`config.mk`:
```
export PLATFORM = sky130hd
export DESIGN_NAME = gif_block_structure_scanner_top_flat
export DESIGN_NICKNAME = d
export VERILOG_FILES = /design/src/rtl/gbs_pkg.sv /design/src/rtl/gbs_if.sv /design/src/rtl/gbs_in_reg.sv /design/src/rtl/gbs_parse.sv /design/src/rtl/gbs_out_reg.sv /design/src/rtl/gif_block_structure_scanner_top.sv /design/src/flat_wrapper.sv
export SDC_FILE = /design/constraint.sdc
export NUM_CORES = 1
export LEC_CHECK = 0
export BUFFER_PORTS_ARGS = -buffer_cell sky130_fd_sc_hd__buf_2
export CAP_MARGIN = 20
export CORE_MARGIN = 2
export CORE_UTILIZATION = 65
export CTS_CLUSTER_DIAMETER = 40
export CTS_CLUSTER_SIZE = 25
export DETAILED_ROUTE_END_ITERATION = 16
export GPL_ROUTABILITY_DRIVEN = 0
export PLACE_DENSITY = 0.85
export REMOVE_ABC_BUFFERS = 1
export SYNTH_ARGS = -nofsm -noshare
export SYNTH_HDL_FRONTEND = slang
export SYNTH_HIERARCHICAL = 1
export SYNTH_SLANG_ARGS = --single-unit
```
`constraint.sdc`:
```
create_clock -name clk -period 7.6 [get_ports clk]
set_input_delay 2.28 -clock clk [delete_from_list [all_inputs] [get_ports clk]]
set_output_delay 2.28 -clock clk [all_outputs]
set_load 0.02 [all_outputs]
```
`src/rtl/gbs_pkg.sv`:
```
// Types, codes and constant tables for the GIF block structure scanner.
// No dependencies; every rtl/ file but gbs_if.sv imports this package.
package gbs_pkg;

    localparam int SKIP_W = 10;   // largest skip is a 256-entry color table
    localparam int IDX_W  = 5;    // byte position inside header or app block

    typedef enum logic [3:0] {
        PH_HDR   = 4'd0,
        PH_LSD   = 4'd1,
        PH_GCT   = 4'd2,
        PH_SCAN  = 4'd3,
        PH_LABEL = 4'd4,
        PH_BSIZE = 4'd5,
        PH_BDATA = 4'd6,
        PH_DESC  = 4'd7,
        PH_LCT   = 4'd8,
        PH_CODE  = 4'd9
    } phase_t;

    typedef enum logic [2:0] {
        ST_OK         = 3'd0,
        ST_BAD_SIG    = 3'd1,
        ST_BAD_VER    = 3'd2,
        ST_BAD_ASPECT = 3'd3,
        ST_BAD_CODE   = 3'd4,
        ST_TRUNC      = 3'd5
    } status_t;

    // Result flag bit positions
    localparam int RF_V89  = 0;
    localparam int RF_LOOP = 1;
    localparam int RF_GC   = 2;

    localparam logic [7:0] CH_8       = 8'h38;
    localparam logic [7:0] CH_7       = 8'h37;
    localparam logic [7:0] CH_9       = 8'h39;
    localparam logic [7:0] CH_A       = 8'h61;
    localparam logic [7:0] CH_TERM    = 8'h3B;   // ';'
    localparam logic [7:0] CH_EXT     = 8'h21;   // '!'
    localparam logic [7:0] CH_IMG     = 8'h2C;   // ','
    localparam logic [7:0] LBL_APP    = 8'hFF;
    localparam logic [7:0] LBL_GC     = 8'hF9;
    localparam logic [7:0] ASPECT_ALT = 8'd49;
    localparam logic [7:0] CODE_MIN   = 8'd2;
    localparam logic [7:0] CODE_LIM   = 8'd12;
    localparam logic [7:0] FLAG_TABLE = 8'h80;

    localparam logic [IDX_W-1:0] HDR_LAST   = IDX_W'(5);
    localparam logic [IDX_W-1:0] LSD_FLAGS  = IDX_W'(10);
    localparam logic [IDX_W-1:0] LSD_ASPECT = IDX_W'(12);
    localparam logic [IDX_W-1:0] DESC_FLAGS = IDX_W'(9);
    localparam logic [IDX_W-1:0] APP_IDLEN  = IDX_W'(14);
    localparam logic [IDX_W-1:0] APP_LOOPLO = IDX_W'(15);

    typedef struct packed {
        logic [7:0] data_byte;
        logic       last_byte;
    } item_t;

    typedef struct packed {
        logic [15:0] image_count;
        status_t     status;
        logic [15:0] loop_count;
        logic        version_89a;
        logic        loop_ext_found;
        logic        graphic_control_first;
    } result_t;

    function automatic logic [7:0] sig_byte(input logic [1:0] i);
        case (i)
            2'd0:    sig_byte = 8'h47;
            2'd1:    sig_byte = 8'h49;
            2'd2:    sig_byte = 8'h46;
            default: sig_byte = 8'h00;
        endcase
    endfunction

    // Expected bytes of the looping application extension's first sub-blocks
    function automatic logic [7:0] app_ident_byte(input logic [3:0] i);
        case (i)
            4'd0:    app_ident_byte = 8'd11;
            4'd1:    app_ident_byte = 8'h4E;
            4'd2:    app_ident_byte = 8'h45;
            4'd3:    app_ident_byte = 8'h54;
            4'd4:    app_ident_byte = 8'h53;
            4'd5:    app_ident_byte = 8'h43;
            4'd6:    app_ident_byte = 8'h41;
            4'd7:    app_ident_byte = 8'h50;
            4'd8:    app_ident_byte = 8'h45;
            4'd9:    app_ident_byte = 8'h32;
            4'd10:   app_ident_byte = 8'h2E;
            4'd11:   app_ident_byte = 8'h30;
            4'd12:   app_ident_byte = 8'd3;
            4'd13:   app_ident_byte = 8'd1;
            default: app_ident_byte = 8'h00;
        endcase
    endfunction

    // Color table size in bytes: 3 * 2^(n+1)
    function automatic logic [SKIP_W-1:0] table_bytes(input logic [7:0] flags);
        table_bytes = SKIP_W'(6) << flags[2:0];
    endfunction

endpackage

```
`src/rtl/gbs_if.sv`:
```
// Valid/ready channel interfaces for the byte input and the result output.
// Depends on nothing; widths follow the fixed field widths.
interface gbs_in_if;
    logic       valid;
    logic       ready;
    logic [7:0] data_byte;
    logic       last_byte;

    modport source (output valid, output data_byte, output last_byte, input ready);
    modport sink   (input valid, input data_byte, input last_byte, output ready);
endinterface

interface gbs_out_if;
    logic        valid;
    logic        ready;
    logic [15:0] image_count;
    logic [2:0]  status;
    logic [15:0] loop_count;
    logic        version_89a;
    logic        loop_ext_found;
    logic        graphic_control_first;

    modport source (output valid, output image_count, output status, output loop_count,
                    output version_89a, output loop_ext_found,
                    output graphic_control_first, input ready);
    modport sink   (input valid, input image_count, input status, input loop_count,
                    input version_89a, input loop_ext_found,
                    input graphic_control_first, output ready);
endinterface

```
`src/rtl/gbs_in_reg.sv`:
```
// Input register stage: holds one accepted byte until the parser takes it.
// Depends on gbs_pkg and gbs_in_if.
module gbs_in_reg
    import gbs_pkg::*;
(
    input  logic       clk,
    input  logic       rst_n,
    gbs_in_if.sink     in_ch,
    input  logic       advance,
    output logic       item_valid,
    output item_t      item
);

    logic  valid_reg;
    item_t item_reg;

    assign in_ch.ready = !valid_reg || advance;
    assign item_valid  = valid_reg;
    assign item        = item_reg;

    always_ff @(posedge clk or negedge rst_n)
    begin
        if (!rst_n)
        begin
            valid_reg <= 1'b0;
        end
        else if (in_ch.ready)
        begin
            valid_reg <= in_ch.valid;
        end
    end

    // Payload: load on every transaction
    always_ff @(posedge clk)
    begin
        if (in_ch.valid && in_ch.ready)
        begin
            item_reg.data_byte <= in_ch.data_byte;
            item_reg.last_byte <= in_ch.last_byte;
        end
    end

endmodule

```
`src/rtl/gbs_parse.sv`:
```
// Parser state and per-byte next-state logic for the GIF block structure.
// Depends on gbs_pkg.
module gbs_parse
    import gbs_pkg::*;
#(
    parameter int COUNT_WIDTH = 16
)
(
    input  logic    clk,
    input  logic    rst_n,
    input  logic    advance,
    input  item_t   item,
    output logic    res_valid,
    output result_t res
);

    phase_t                 phase_reg, phase_next;
    logic [IDX_W-1:0]       idx_reg, idx_next;
    logic [SKIP_W-1:0]      skip_reg, skip_next;
    logic [7:0]             pfb_reg, pfb_next;
    logic [COUNT_WIDTH-1:0] img_reg, img_next;
    logic [15:0]            loop_reg, loop_next;
    logic                   app_reg, app_next;
    logic                   ext_reg, ext_next;
    logic [2:0]             rf_reg, rf_next;
    logic                   fin_reg, fin_next;

    logic                   emit;
    status_t                st;
    logic                   track;
    logic [IDX_W-1:0]       app_idx;
    logic [SKIP_W-1:0]      skip_dec;
    logic [IDX_W-1:0]       desc_idx;
    logic [7:0]             b;

    assign b = item.data_byte;

    always_comb
    begin
        phase_next = phase_reg;
        idx_next   = idx_reg;
        skip_next  = skip_reg;
        pfb_next   = pfb_reg;
        img_next   = img_reg;
        loop_next  = loop_reg;
        app_next   = app_reg;
        ext_next   = ext_reg;
        rf_next    = rf_reg;
        fin_next   = fin_reg;
        emit       = 1'b0;
        st         = ST_OK;
        track      = 1'b0;
        app_idx    = idx_reg + 1'b1;
        skip_dec   = skip_reg - SKIP_W'(skip_reg != '0);
        desc_idx   = idx_reg + 1'b1;

        if (!fin_reg)
        begin
            case (phase_reg)
                PH_HDR:
                begin
                    if (idx_reg < IDX_W'(3))
                    begin
                        if (b != sig_byte(idx_reg[1:0]))
                            app_next = 1'b0;
                    end
                    else if (idx_reg == IDX_W'(3))
                    begin
                        if (b != CH_8)
                            pfb_next[0] = 1'b1;
                    end
                    else if (idx_reg == IDX_W'(4))
                    begin
                        if (b == CH_9)
                            pfb_next[1] = 1'b1;
                        else if (b != CH_7)
                            pfb_next[0] = 1'b1;
                    end
                    else if (b != CH_A)
                    begin
                        pfb_next[0] = 1'b1;
                    end
                    if (idx_reg >= HDR_LAST)
                    begin
                        if (!app_next)
                        begin
                            emit = 1'b1;
                            st   = ST_BAD_SIG;
                        end
                        else if (pfb_next[0])
                        begin
                            emit = 1'b1;
                            st   = ST_BAD_VER;
                        end
                        else
                        begin
                            if (pfb_next[1])
                                rf_next[RF_V89] = 1'b1;
                            phase_next = PH_LSD;
                        end
                        app_next = 1'b0;
                    end
                    idx_next = idx_reg + 1'b1;
                end
                PH_LSD:
                begin
                    if (idx_reg == LSD_FLAGS)
                        pfb_next = b;
                    if (idx_reg >= LSD_ASPECT)
                    begin
                        if (b != 8'd0 && b != ASPECT_ALT)
                        begin
                            emit = 1'b1;
                            st   = ST_BAD_ASPECT;
                        end
                        else if ((pfb_reg & FLAG_TABLE) != 8'd0)
                        begin
                            skip_next  = table_bytes(pfb_reg);
                            phase_next = PH_GCT;
                        end
                        else
                        begin
                            phase_next = PH_SCAN;
                        end
                    end
                    idx_next = idx_reg + 1'b1;
                end
                PH_GCT, PH_LCT:
                begin
                    skip_next = skip_dec;
                    if (skip_dec == '0)
                        phase_next = (phase_reg == PH_GCT) ? PH_SCAN : PH_CODE;
                end
                PH_LABEL:
                begin
                    app_next = 1'b0;
                    if (!ext_reg)
                    begin
                        ext_next = 1'b1;
                        if (rf_reg[RF_V89] && b == LBL_APP)
                        begin
                            app_next = 1'b1;
                            idx_next = '0;
                        end
                        else if (b == LBL_GC)
                        begin
                            rf_next[RF_GC] = 1'b1;
                        end
                    end
                    phase_next = PH_BSIZE;
                end
                PH_BSIZE:
                begin
                    track = 1'b1;
                    if (b == 8'd0)
                    begin
                        phase_next = PH_SCAN;
                    end
                    else
                    begin
                        skip_next  = {{(SKIP_W-8){1'b0}}, b};
                        phase_next = PH_BDATA;
                    end
                end
                PH_BDATA:
                begin
                    track     = 1'b1;
                    skip_next = skip_dec;
                    if (skip_dec == '0)
                        phase_next = PH_BSIZE;
                end
                PH_DESC:
                begin
                    idx_next = desc_idx;
                    if (desc_idx >= DESC_FLAGS)
                    begin
                        if (b[7])
                        begin
                            skip_next  = table_bytes(b);
                            phase_next = PH_LCT;
                        end
                        else
                        begin
                            phase_next = PH_CODE;
                        end
                    end
                end
                PH_CODE:
                begin
                    if (b < CODE_MIN || b >= CODE_LIM)
                    begin
                        emit = 1'b1;
                        st   = ST_BAD_CODE;
                    end
                    else
                    begin
                        if (img_reg != '1)
                            img_next = img_reg + 1'b1;
                        app_next   = 1'b0;
                        phase_next = PH_BSIZE;
                    end
                end
                default:
                begin
                    // Scan between blocks; stray bytes are skipped
                    phase_next = PH_SCAN;
                    if (b == CH_TERM)
                    begin
                        emit = 1'b1;
                        st   = ST_OK;
                    end
                    else if (b == CH_EXT)
                    begin
                        phase_next = PH_LABEL;
                    end
                    else if (b == CH_IMG)
                    begin
                        idx_next   = '0;
                        phase_next = PH_DESC;
                    end
                end
            endcase

            // Follow the application extension sub-blocks while the check is live
            if (track && app_reg)
            begin
                idx_next = app_idx;
                if (app_idx <= APP_IDLEN)
                begin
                    if (b != app_ident_byte(4'(app_idx - 1'b1)))
                        app_next = 1'b0;
                    else if (app_idx == APP_IDLEN)
                        rf_next[RF_LOOP] = 1'b1;
                end
                else if (app_idx == APP_LOOPLO)
                begin
                    loop_next = {8'd0, b};
                end
                else
                begin
                    loop_next = loop_reg | {b, 8'd0};
                    app_next  = 1'b0;
                end
            end

            if (!emit && item.last_byte)
            begin
                emit = 1'b1;
                st   = ST_TRUNC;
            end
        end

        res.image_count           = 16'(img_next);
        res.status                = st;
        res.loop_count            = loop_next;
        res.version_89a           = rf_next[RF_V89];
        res.loop_ext_found        = rf_next[RF_LOOP];
        res.graphic_control_first = rf_next[RF_GC];
        res_valid                 = advance && emit;

        // Last-marked byte starts the next file; otherwise hold after a result
        if (item.last_byte)
        begin
            phase_next = PH_HDR;
            idx_next   = '0;
            skip_next  = '0;
            pfb_next   = '0;
            img_next   = '0;
            loop_next  = '0;
            app_next   = 1'b1;
            ext_next   = 1'b0;
            rf_next    = '0;
            fin_next   = 1'b0;
        end
        else if (emit)
        begin
            fin_next = 1'b1;
        end
    end

    always_ff @(posedge clk or negedge rst_n)
    begin
        if (!rst_n)
        begin
            phase_reg <= PH_HDR;
            idx_reg   <= '0;
            skip_reg  <= '0;
            pfb_reg   <= '0;
            img_reg   <= '0;
            loop_reg  <= '0;
            app_reg   <= 1'b1;
            ext_reg   <= 1'b0;
            rf_reg    <= '0;
            fin_reg   <= 1'b0;
        end
        else if (advance)
        begin
            phase_reg <= phase_next;
            idx_reg   <= idx_next;
            skip_reg  <= skip_next;
            pfb_reg   <= pfb_next;
            img_reg   <= img_next;
            loop_reg  <= loop_next;
            app_reg   <= app_next;
            ext_reg   <= ext_next;
            rf_reg    <= rf_next;
            fin_reg   <= fin_next;
        end
    end

endmodule

```
`src/rtl/gbs_out_reg.sv`:
```
// Result register: holds one result until the downstream side takes it.
// Depends on gbs_pkg and gbs_out_if.
module gbs_out_reg
    import gbs_pkg::*;
(
    input  logic     clk,
    input  logic     rst_n,
    gbs_out_if.source out_ch,
    input  logic     advance,
    input  logic     res_valid,
    input  result_t  res,
    output logic     slot_free
);

    logic    valid_reg;
    result_t res_reg;

    assign slot_free = !valid_reg || out_ch.ready;

    assign out_ch.valid                 = valid_reg;
    assign out_ch.image_count           = res_reg.image_count;
    assign out_ch.status                = res_reg.status;
    assign out_ch.loop_count            = res_reg.loop_count;
    assign out_ch.version_89a           = res_reg.version_89a;
    assign out_ch.loop_ext_found        = res_reg.loop_ext_found;
    assign out_ch.graphic_control_first = res_reg.graphic_control_first;

    always_ff @(posedge clk or negedge rst_n)
    begin
        if (!rst_n)
        begin
            valid_reg <= 1'b0;
        end
        else if (advance)
        begin
            valid_reg <= res_valid;
        end
        else if (out_ch.ready)
        begin
            valid_reg <= 1'b0;
        end
    end

    always_ff @(posedge clk)
    begin
        if (res_valid)
        begin
            res_reg <= res;
        end
    end

endmodule

```
`src/rtl/gif_block_structure_scanner_top.sv`:
```
// GIF block structure scanner: one file byte per transaction in, one result per file out.
// A byte is held in the input register, parsed combinationally and its result registered.
// Throughput: one byte per cycle while the result slot is free, set by the single parse
// step between the two registers; a stalled output holds the input after one byte.
// Reset: rst_n clears the parser to the header phase and empties both registers at once.
// Depends on gbs_pkg, gbs_if, gbs_in_reg, gbs_parse and gbs_out_reg.
module gif_block_structure_scanner_top
    import gbs_pkg::*;
#(
    parameter int COUNT_WIDTH = 16
)
(
    input  logic      clk,
    input  logic      rst_n,
    gbs_in_if.sink    in_ch,
    gbs_out_if.source out_ch
);

    logic    item_valid;
    item_t   item;
    logic    slot_free;
    logic    advance;
    logic    res_valid;
    result_t res;

    // Advance the parser whenever a byte is waiting and the result register can take
    // whatever it produces; a byte that makes no result still needs the slot free so
    // results leave in order.
    assign advance = item_valid && slot_free;

    // Input register: decouples the upstream handshake from the parse step.
    gbs_in_reg u_in_reg (
        .clk        (clk),
        .rst_n      (rst_n),
        .in_ch      (in_ch),
        .advance    (advance),
        .item_valid (item_valid),
        .item       (item)
    );

    // Parser: walks header, screen descriptor, tables, extensions and image data,
    // and drops bytes after a result until the last-marked byte.
    gbs_parse #(
        .COUNT_WIDTH (COUNT_WIDTH)
    ) u_parse (
        .clk       (clk),
        .rst_n     (rst_n),
        .advance   (advance),
        .item      (item),
        .res_valid (res_valid),
        .res       (res)
    );

    // Result register: holds a finished result while the next byte is accepted.
    gbs_out_reg u_out_reg (
        .clk       (clk),
        .rst_n     (rst_n),
        .out_ch    (out_ch),
        .advance   (advance),
        .res_valid (res_valid),
        .res       (res),
        .slot_free (slot_free)
    );

    // Input backpressure only comes from a full input register behind a stalled output.
    a_ready_cause: assert property (@(posedge clk) disable iff (!rst_n)
        !in_ch.ready |-> (item_valid && out_ch.valid && !out_ch.ready))
        else $error("input stalled without output backpressure");

    // A result produced by the parser appears on the output in the next cycle.
    a_result_shown: assert property (@(posedge clk) disable iff (!rst_n)
        res_valid |=> out_ch.valid)
        else $error("parsed result not presented");

    // Status codes stay within the defined set.
    a_status_range: assert property (@(posedge clk) disable iff (!rst_n)
        out_ch.valid |-> (out_ch.status <= ST_TRUNC))
        else $error("undefined status code on output");

endmodule

```
`src/flat_wrapper.sv`:
```
// flat-port wrapper written by rule: the top's interface ports become plain ports
module gif_block_structure_scanner_top_flat import gbs_pkg::*;
#(
    parameter int COUNT_WIDTH = 16
)
  (clk, rst_n, in_ch_valid, in_ch_data_byte, in_ch_last_byte, in_ch_ready, out_ch_valid, out_ch_image_count, out_ch_status, out_ch_loop_count, out_ch_version_89a, out_ch_loop_ext_found, out_ch_graphic_control_first, out_ch_ready);
  gbs_in_if in_ch_i ();
  gbs_out_if out_ch_i ();
  input  logic clk;
  input  logic rst_n;
  input wire logic [$bits(in_ch_i.valid)-1:0] in_ch_valid;
  input wire logic [$bits(in_ch_i.data_byte)-1:0] in_ch_data_byte;
  input wire logic [$bits(in_ch_i.last_byte)-1:0] in_ch_last_byte;
  output wire logic [$bits(in_ch_i.ready)-1:0] in_ch_ready;
  output wire logic [$bits(out_ch_i.valid)-1:0] out_ch_valid;
  output wire logic [$bits(out_ch_i.image_count)-1:0] out_ch_image_count;
  output wire logic [$bits(out_ch_i.status)-1:0] out_ch_status;
  output wire logic [$bits(out_ch_i.loop_count)-1:0] out_ch_loop_count;
  output wire logic [$bits(out_ch_i.version_89a)-1:0] out_ch_version_89a;
  output wire logic [$bits(out_ch_i.loop_ext_found)-1:0] out_ch_loop_ext_found;
  output wire logic [$bits(out_ch_i.graphic_control_first)-1:0] out_ch_graphic_control_first;
  input wire logic [$bits(out_ch_i.ready)-1:0] out_ch_ready;
  assign in_ch_i.valid = in_ch_valid;
  assign in_ch_i.data_byte = in_ch_data_byte;
  assign in_ch_i.last_byte = in_ch_last_byte;
  assign in_ch_ready = in_ch_i.ready;
  assign out_ch_valid = out_ch_i.valid;
  assign out_ch_image_count = out_ch_i.image_count;
  assign out_ch_status = out_ch_i.status;
  assign out_ch_loop_count = out_ch_i.loop_count;
  assign out_ch_version_89a = out_ch_i.version_89a;
  assign out_ch_loop_ext_found = out_ch_i.loop_ext_found;
  assign out_ch_graphic_control_first = out_ch_i.graphic_control_first;
  assign out_ch_i.ready = out_ch_ready;
  gif_block_structure_scanner_top #(.COUNT_WIDTH(COUNT_WIDTH)) u_core (.clk(clk), .rst_n(rst_n), .in_ch(in_ch_i), .out_ch(out_ch_i));
endmodule
```
==> results of run 1 <==
[cells in the mapped netlist, types with 5 or more instances]
| master | n | share of area, % |
|---|---|---|
| clkbuf_1 | 27 | 1.5 |
| or2_2 | 5 | 0.45 |
| nor2b_1 | 11 | 0.99 |
| nand2_1 | 77 | 4.2 |
| xor2_1 | 11 | 1.4 |
| nand3_1 | 21 | 1.5 |
| inv_1 | 20 | 1.1 |
| nor3_1 | 22 | 1.6 |
| and3_1 | 11 | 0.99 |
| and2_1 | 8 | 0.72 |
| o2bb2ai_1 | 17 | 2.1 |
| dfrtp_1 | 62 | 22 |
| nand2b_1 | 16 | 1.4 |
| mux2i_1 | 18 | 2.6 |
| nand3b_1 | 6 | 0.65 |
| nor4_1 | 7 | 0.63 |
| o21ai_0 | 36 | 2.6 |
| ha_1 | 12 | 2.2 |
| o21a_1 | 5 | 0.54 |
| o31ai_1 | 13 | 1.4 |
| edfxtp_1 | 47 | 20 |
| a211oi_1 | 5 | 0.54 |
| a31oi_1 | 9 | 0.81 |
| buf_2 | 21 | 1.5 |
| a21oi_1 | 43 | 3.1 |
| nand4_1 | 5 | 0.45 |
| nor3b_1 | 7 | 0.76 |
| a22oi_1 | 10 | 1.1 |
| xnor2_1 | 21 | 2.7 |
| nor2_1 | 73 | 4.0 |
[per-layer routing]
| metal | wire [um] | GRT usage [%] | part of all wire [%] | up-vias |
|---|---|---|---|---|
| li1 | - | - | - | 2771 |
| met1 | 7105 | 41.38 | 43 | 2825 |
| met2 | 7926 | 46.25 | 48 | 299 |
| met3 | 1246 | 3.995 | 7.5 | 50 |
| met4 | 375 | 11.32 | 2.3 | 0 |
| met5 | 0 | 0 | 0 | - |
[metrics by stage]
| stage | hold slack, ns | cells |
|---|---|---|
| floorplan | 0.4496 | 697 |
| global placement | 0.4664 | 889 |
| detailed placement | 0.4871 | 889 |
| CTS | 0.5100 | 905 |
| global route | 0.5429 | 905 |
| finish | 0.5049 | 905 |
[path summary, 6_finish.rpt]
kind,startpoint,endpoint
max in group asynchronous,rst_n,u_core/u_parse/loop_reg[0]
worst min-delay path,u_core/u_parse/pfb_reg[2],u_core/u_parse/pfb_reg[2]
worst max-delay path,out_ch_ready,in_ch_ready
worst max register to register,u_core/u_parse/idx_reg[0],u_core/u_out_reg/out_ch.image_count[11]
worst min register to register,u_core/u_parse/pfb_reg[2],u_core/u_parse/pfb_reg[2]
min in group asynchronous,rst_n,u_core/u_parse/skip_reg[1]
[report_power, final]
group          total [W]  leakage, nW  internal (W)  switching [W]
clock           0.000354        0.102      0.000130       0.000223
combinational    0.00106         1.57      0.000397       0.000667
sequential      0.000888         1.32      0.000742       0.000146
[area by class of cell]
type                            count  share of cell area (%)
Tap cell                          136                   2.316
Clock inverter                      7                  0.9879
Sequential cell                   110                   40.69
Inverter                           21                   1.073
Multi-Input combinational cell    566                   49.29
Clock buffer                        9                   1.686
Timing Repair Buffer               56                   3.952
[kinds of logic (layout without fill, tap and decap cells)]
kind of cell,count (synthesis),count (layout),synth area share [%]
DFF,110,110,43.12
buffers and inverters,75,93,4.674
and+or+nand+nor,304,304,23.53
adders and majority gates,12,12,2.166
AOI/OAI and AO/OA,197,197,19.31
xor gates and xnor gates,33,33,4.277
muxes,20,20,2.924
[worst max-delay path, cell delays in order]
cell and delay [ns]:
buf_2 0.10, nand2b_4 0.14, and2_1 0.14, nand2b_4 0.14, buf_2 0.15
==> metrics, run 1 <==
area grow syn2layout=5.956%; fin crit period=about 5.2 ns; Cell Area, Synth=between 0.006 and 0.007 mm2; gr ovfl total=0; Post-Syn Instances=approximately 750; CP startpoint kind=primary input; post-layout util=a little under three quarters; Setup Slack @ Placement=approximately 2.4 ns; Max FO, Critical Path=3; status=completed; clock insertion delay at the later pin of the skew report=~0.39 ns; most common cell after layout, fill and taps aside=nand2_1; CTS Buffer Depth=2; Initial DRT Pass Iterations=7; TritonCTS buffer count=9; global-route wire length before repair=~27 mm; critical path endpoint category=primary output; Ant. Diodes=0; EDFF count, synth=47; max_cap viols=0; register bit count reported by yosys=110; Vias/cell=6.569; Reg clk slew, reported paths=around 0.10 ns; initial antenna violation count=0; Die X=roughly 110 um; max_slew headroom=24.60%; FF+latch area=approximately 0.003 mm2; clk sinks=110; Leakage=approximately 3 nW; die area=~0.012 mm2; clock root buffer=clkbuf_8; Resize count post-CTS=0; CTS tree=yes; RSZ-0062 raised after global routing=no; CTS H-tree lvls=3; final period utilization=just under 70%; unique cell type count in the Yosys netlist=between 80 and 90; final antenna-violating net count=0; wire length per cell=about 18 um; Final setup viols=0; most frequent cells in the layout=nand2_1 (77), nor2_1 (73), dfrtp_1 (62); post-CTS setup buffer count=0; multi-input logic area=0.003621 mm2; die height=between 100 and 150 um; post-route setup slack=2.359 ns; Final Hold Viols=0; post-synthesis async set-or-reset flop share=around 57%; worst reg-to-reg path cell count=7; most used flip-flop cell after synthesis=dfrtp_1; clock skew=approximately 0.013 ns; final max-slew violation count=0; Placed Area=slightly above 0.007 mm2; Total Power=about 0.0023 W; count of nets after finishing=between 700 and 800; Syn Area/Cell=just over 9 um2; Initial Utilization=roughly 67%; DRT iter0 DRCs=857; share of cells above drive strength 1=a little over an eighth; Vias=between 5k and 6k; Synth Warn #=6; port bufs=52; hpwl dp=between 10 and 15 mm; peak supply drop=approximately 0.00021 V; final setup TNS=0 ns; worst-margin pin slew=around 1.1 ns; standard-cell row count=37; gr usage total=between 20 and 30%; WP data arrival=between 2 and 3 ns; layout filler cell count=781; Critical Path RT=between 5 and 6 ns; design area=0.007346 mm2; sequential area share after synthesis=43.11%; Crit Path Category=primary input to primary output; Worst R2R Setup Slack=around 3.2 ns; hold buffers post-CTS=0; vias in the first global route=between 5k and 6k; CORE AREA=slightly above 0.01 mm2; Max Clk Rate=0.1908 GHz; Worst Hold Depth=2; Top Ports=53; Total Wirelength=around 17 mm; DRC violations left=0; Hold WC Path Type=flip-flop to flip-flop; Power Density=~310 mW/mm2; largest net degree at the start of global routing=64
(Power assumes the default switching activity.)
==> run 2: changes to the inputs <==
CORE_UTILIZATION = 55   (was 65)
PLACE_DENSITY = 0.77   (was 0.85)
clock period = 4.3 ns   (was 7.6 ns; I/O delays follow)
==> metrics, run 2 (synthesized netlist as in run 1, its figures left out) <==
status=completed (unchanged); cell occurring most often along the worst timing path=a21oi_1; multi-input logic area=0.003621 mm2 (unchanged); Critical Path RT=4.36 ns (was 5.32 ns); max_slew headroom=29.13% (was 24.60%); CTS Buffer Depth=2 (unchanged); max_cap viols=0 (unchanged); die height=116.3 um (was 107.3 um); most common cell after layout, fill and taps aside=nand2_1 (unchanged); share of cells above drive strength 1=13.68% (was 13.26%); count of nets after finishing=795 (was 789); Die X=116.3 um (was 107.3 um); clk sinks=110 (unchanged); Initial DRT Pass Iterations=5 (was 7); clock root buffer=clkbuf_16 (was clkbuf_8); area grow syn2layout=8.591% (was 5.956%); port bufs=52 (unchanged); WP data arrival=3.78 ns (was 2.96 ns); Crit Path Category=flip-flop to flip-flop (was primary input to primary output); Hold WC Path Type=flip-flop to flip-flop (unchanged); Leakage=3.051 nW (was 2.990 nW); crit path buf inv count=2 (unchanged); Top Ports=53 (unchanged); CTS tree=yes (unchanged); most frequent cells in the layout=nand2_1 (77), nor2_1 (73), dfrtp_1 (62) (unchanged); RSZ-0062 raised after global routing=no (unchanged); vias in the first global route=5593 (was 5451); Reg clk slew, reported paths=0.08 ns (was 0.10 ns); final max-slew violation count=0 (unchanged); CTS H-tree lvls=3 (unchanged); global-route track usage on met1=34.79% (was 41.38%); die area=0.01352 mm2 (was 0.01151 mm2); Slowest-stage cell, CP=dfrtp_1 (was buf_2); routing usage on met2=40.12% (was 46.25%); clock skew=0.009954 ns (was 0.01332 ns); Resize count post-CTS=0 (unchanged); wire length per cell=17.69 um (was 18.40 um); Vias=5976 (was 5945); Initial Utilization=55.62% (was 67.16%); DRT iter0 DRCs=659 (was 857); layout filler cell count=1078 (was 781); largest net degree at the start of global routing=46 (was 64); Final setup viols=0 (unchanged); CP startpoint kind=flip-flop (was primary input); Max FO, Critical Path=24 (was 3); final setup TNS=0 ns (unchanged); worst-margin pin slew=1.063 ns (was 1.131 ns); CP top delay family=compound AO/OA/AOI/OAI gates (was simple AND/OR/NAND/NOR gates); final antenna-violating net count=0 (unchanged); Max Clk Rate=0.2687 GHz; TritonCTS buffer count=9 (unchanged); hold buffers post-CTS=0 (unchanged); Ant. Diodes=0 (unchanged); Power Density=562.3 mW/mm2 (was 313.8 mW/mm2); fin crit period=~3.7 ns; FF+latch area=0.002989 mm2 (unchanged); met3 Usage GRT=4.567% (was 3.995%); GRT Max-Usage Layer=met2 (unchanged); CP cell instances=inv_1, ha_1, and4bb_2, o211ai_1, a21oi_1, o31ai_1, o21ai_0, a21oi_1, o21a_2, buf_12 (was buf_2, nand2b_4, and2_1, nand2b_4, buf_2); standard-cell row count=41 (was 37); initial antenna violation count=0 (unchanged); peak supply drop=0.0003565 V (was 0.0002084 V); hpwl dp=11.46 mm (was 10.96 mm); global-route wire length before repair=27.43 mm (was 26.73 mm); Total Wirelength=16.75 mm (was 16.65 mm); DRC violations left=0 (unchanged); critical path endpoint category=flip-flop (was primary output); clock insertion delay at the later pin of the skew report=0.36 ns (was 0.39 ns); gr ovfl total=0 (unchanged); final period utilization=86.56%; gr usage total=25.66% (was 29.32%); Largest stage delay, worst path=0.65 ns (was 0.15 ns); Final Hold Viols=0 (unchanged); Vias/cell=6.310 (was 6.569); post-CTS setup buffer count=0 (unchanged); Total Power=0.004233 W (was 0.002305 W); CORE AREA=0.01247 mm2 (was 0.01032 mm2)
-- run 2: cell types whose count changed in the layout (fill, tap and decap cells not counted), sizes merged --
cell	change
clkbuf	+2
inv	-1
clkinv	-3
buf	+6
clkinvlp	+2
-- run 2: through the flow --
| step | instance area, um2 | hold WS, ns | util, % | worst slack (ns) | std cells |
|---|---|---|---|---|---|
| 3_3_place_gp | 7252 | 0.4754 | 58.18 | 0.8774 | 931 |
| 6_report | 7528 | 0.5022 | 60.39 | 0.5780 | 947 |
| 2_1_floorplan | 6688 | 0.4496 | - | 0.2187 | 697 |
| 4_1_cts | 7528 | 0.5007 | 60.39 | 0.6310 | 947 |
| 3_5_place_dp | 7252 | 0.4841 | 58.18 | 0.6740 | 931 |
| 5_1_grt | 7528 | 0.5246 | 60.39 | 0.2697 | 947 |
-- run 2: where the power goes --
| part | internal (W) | switching [W] | total [W] |
|---|---|---|---|
| clock network | 0.000402 | 0.000390 | 0.000792 |
| registers | 0.00131 | 0.000231 | 0.00154 |
| logic | 0.000718 | 0.00118 | 0.00190 |
| total | 0.00243 | 0.00180 | 0.00423 |
-- run 2: layout make-up --
class	count	share of cell area [%]
Clock buffer	11	3.091
Clock inverter	5	0.5817
Inverter	21	1.047
Multi-Input combinational cell	566	48.10
Sequential cell	110	39.70
Tap cell	172	2.859
Timing Repair Buffer	62	4.620
-- run 2: layer usage --
| layer | wire length (um) | part of all wire (%) |
|---|---|---|
| met1 | 7065 | 42 |
| met2 | 7915 | 47 |
| met3 | 1245 | 7.4 |
| met4 | 521 | 3.1 |
| met5 | 0 | 0 |
-- run 2: path summary, 6_finish.rpt --
path	from	to	slack, ns	cells after the start
setup / recovery	u_core/u_parse/idx_reg[1]	u_core/u_out_reg/out_ch.image_count[14]	0.58	10
hold / removal	u_core/u_parse/pfb_reg[7]	u_core/u_parse/pfb_reg[7]	0.50	2
setup reg to reg	u_core/u_parse/idx_reg[1]	u_core/u_out_reg/out_ch.image_count[14]	0.58	10
hold reg to reg	u_core/u_parse/pfb_reg[7]	u_core/u_parse/pfb_reg[7]	0.50	2
max in group asynchronous	rst_n	u_core/u_parse/img_reg[3]	2.45	2
min in group asynchronous	rst_n	u_core/u_parse/skip_reg[8]	0.87	1
-- run 2: worst min-delay path: cells and delay by family (launching register included) --
kind | cells | cell delay (ns)
compound gates | 1 | 0.06
flops | 1 | 0.35
simple gates | 1 | 0.05
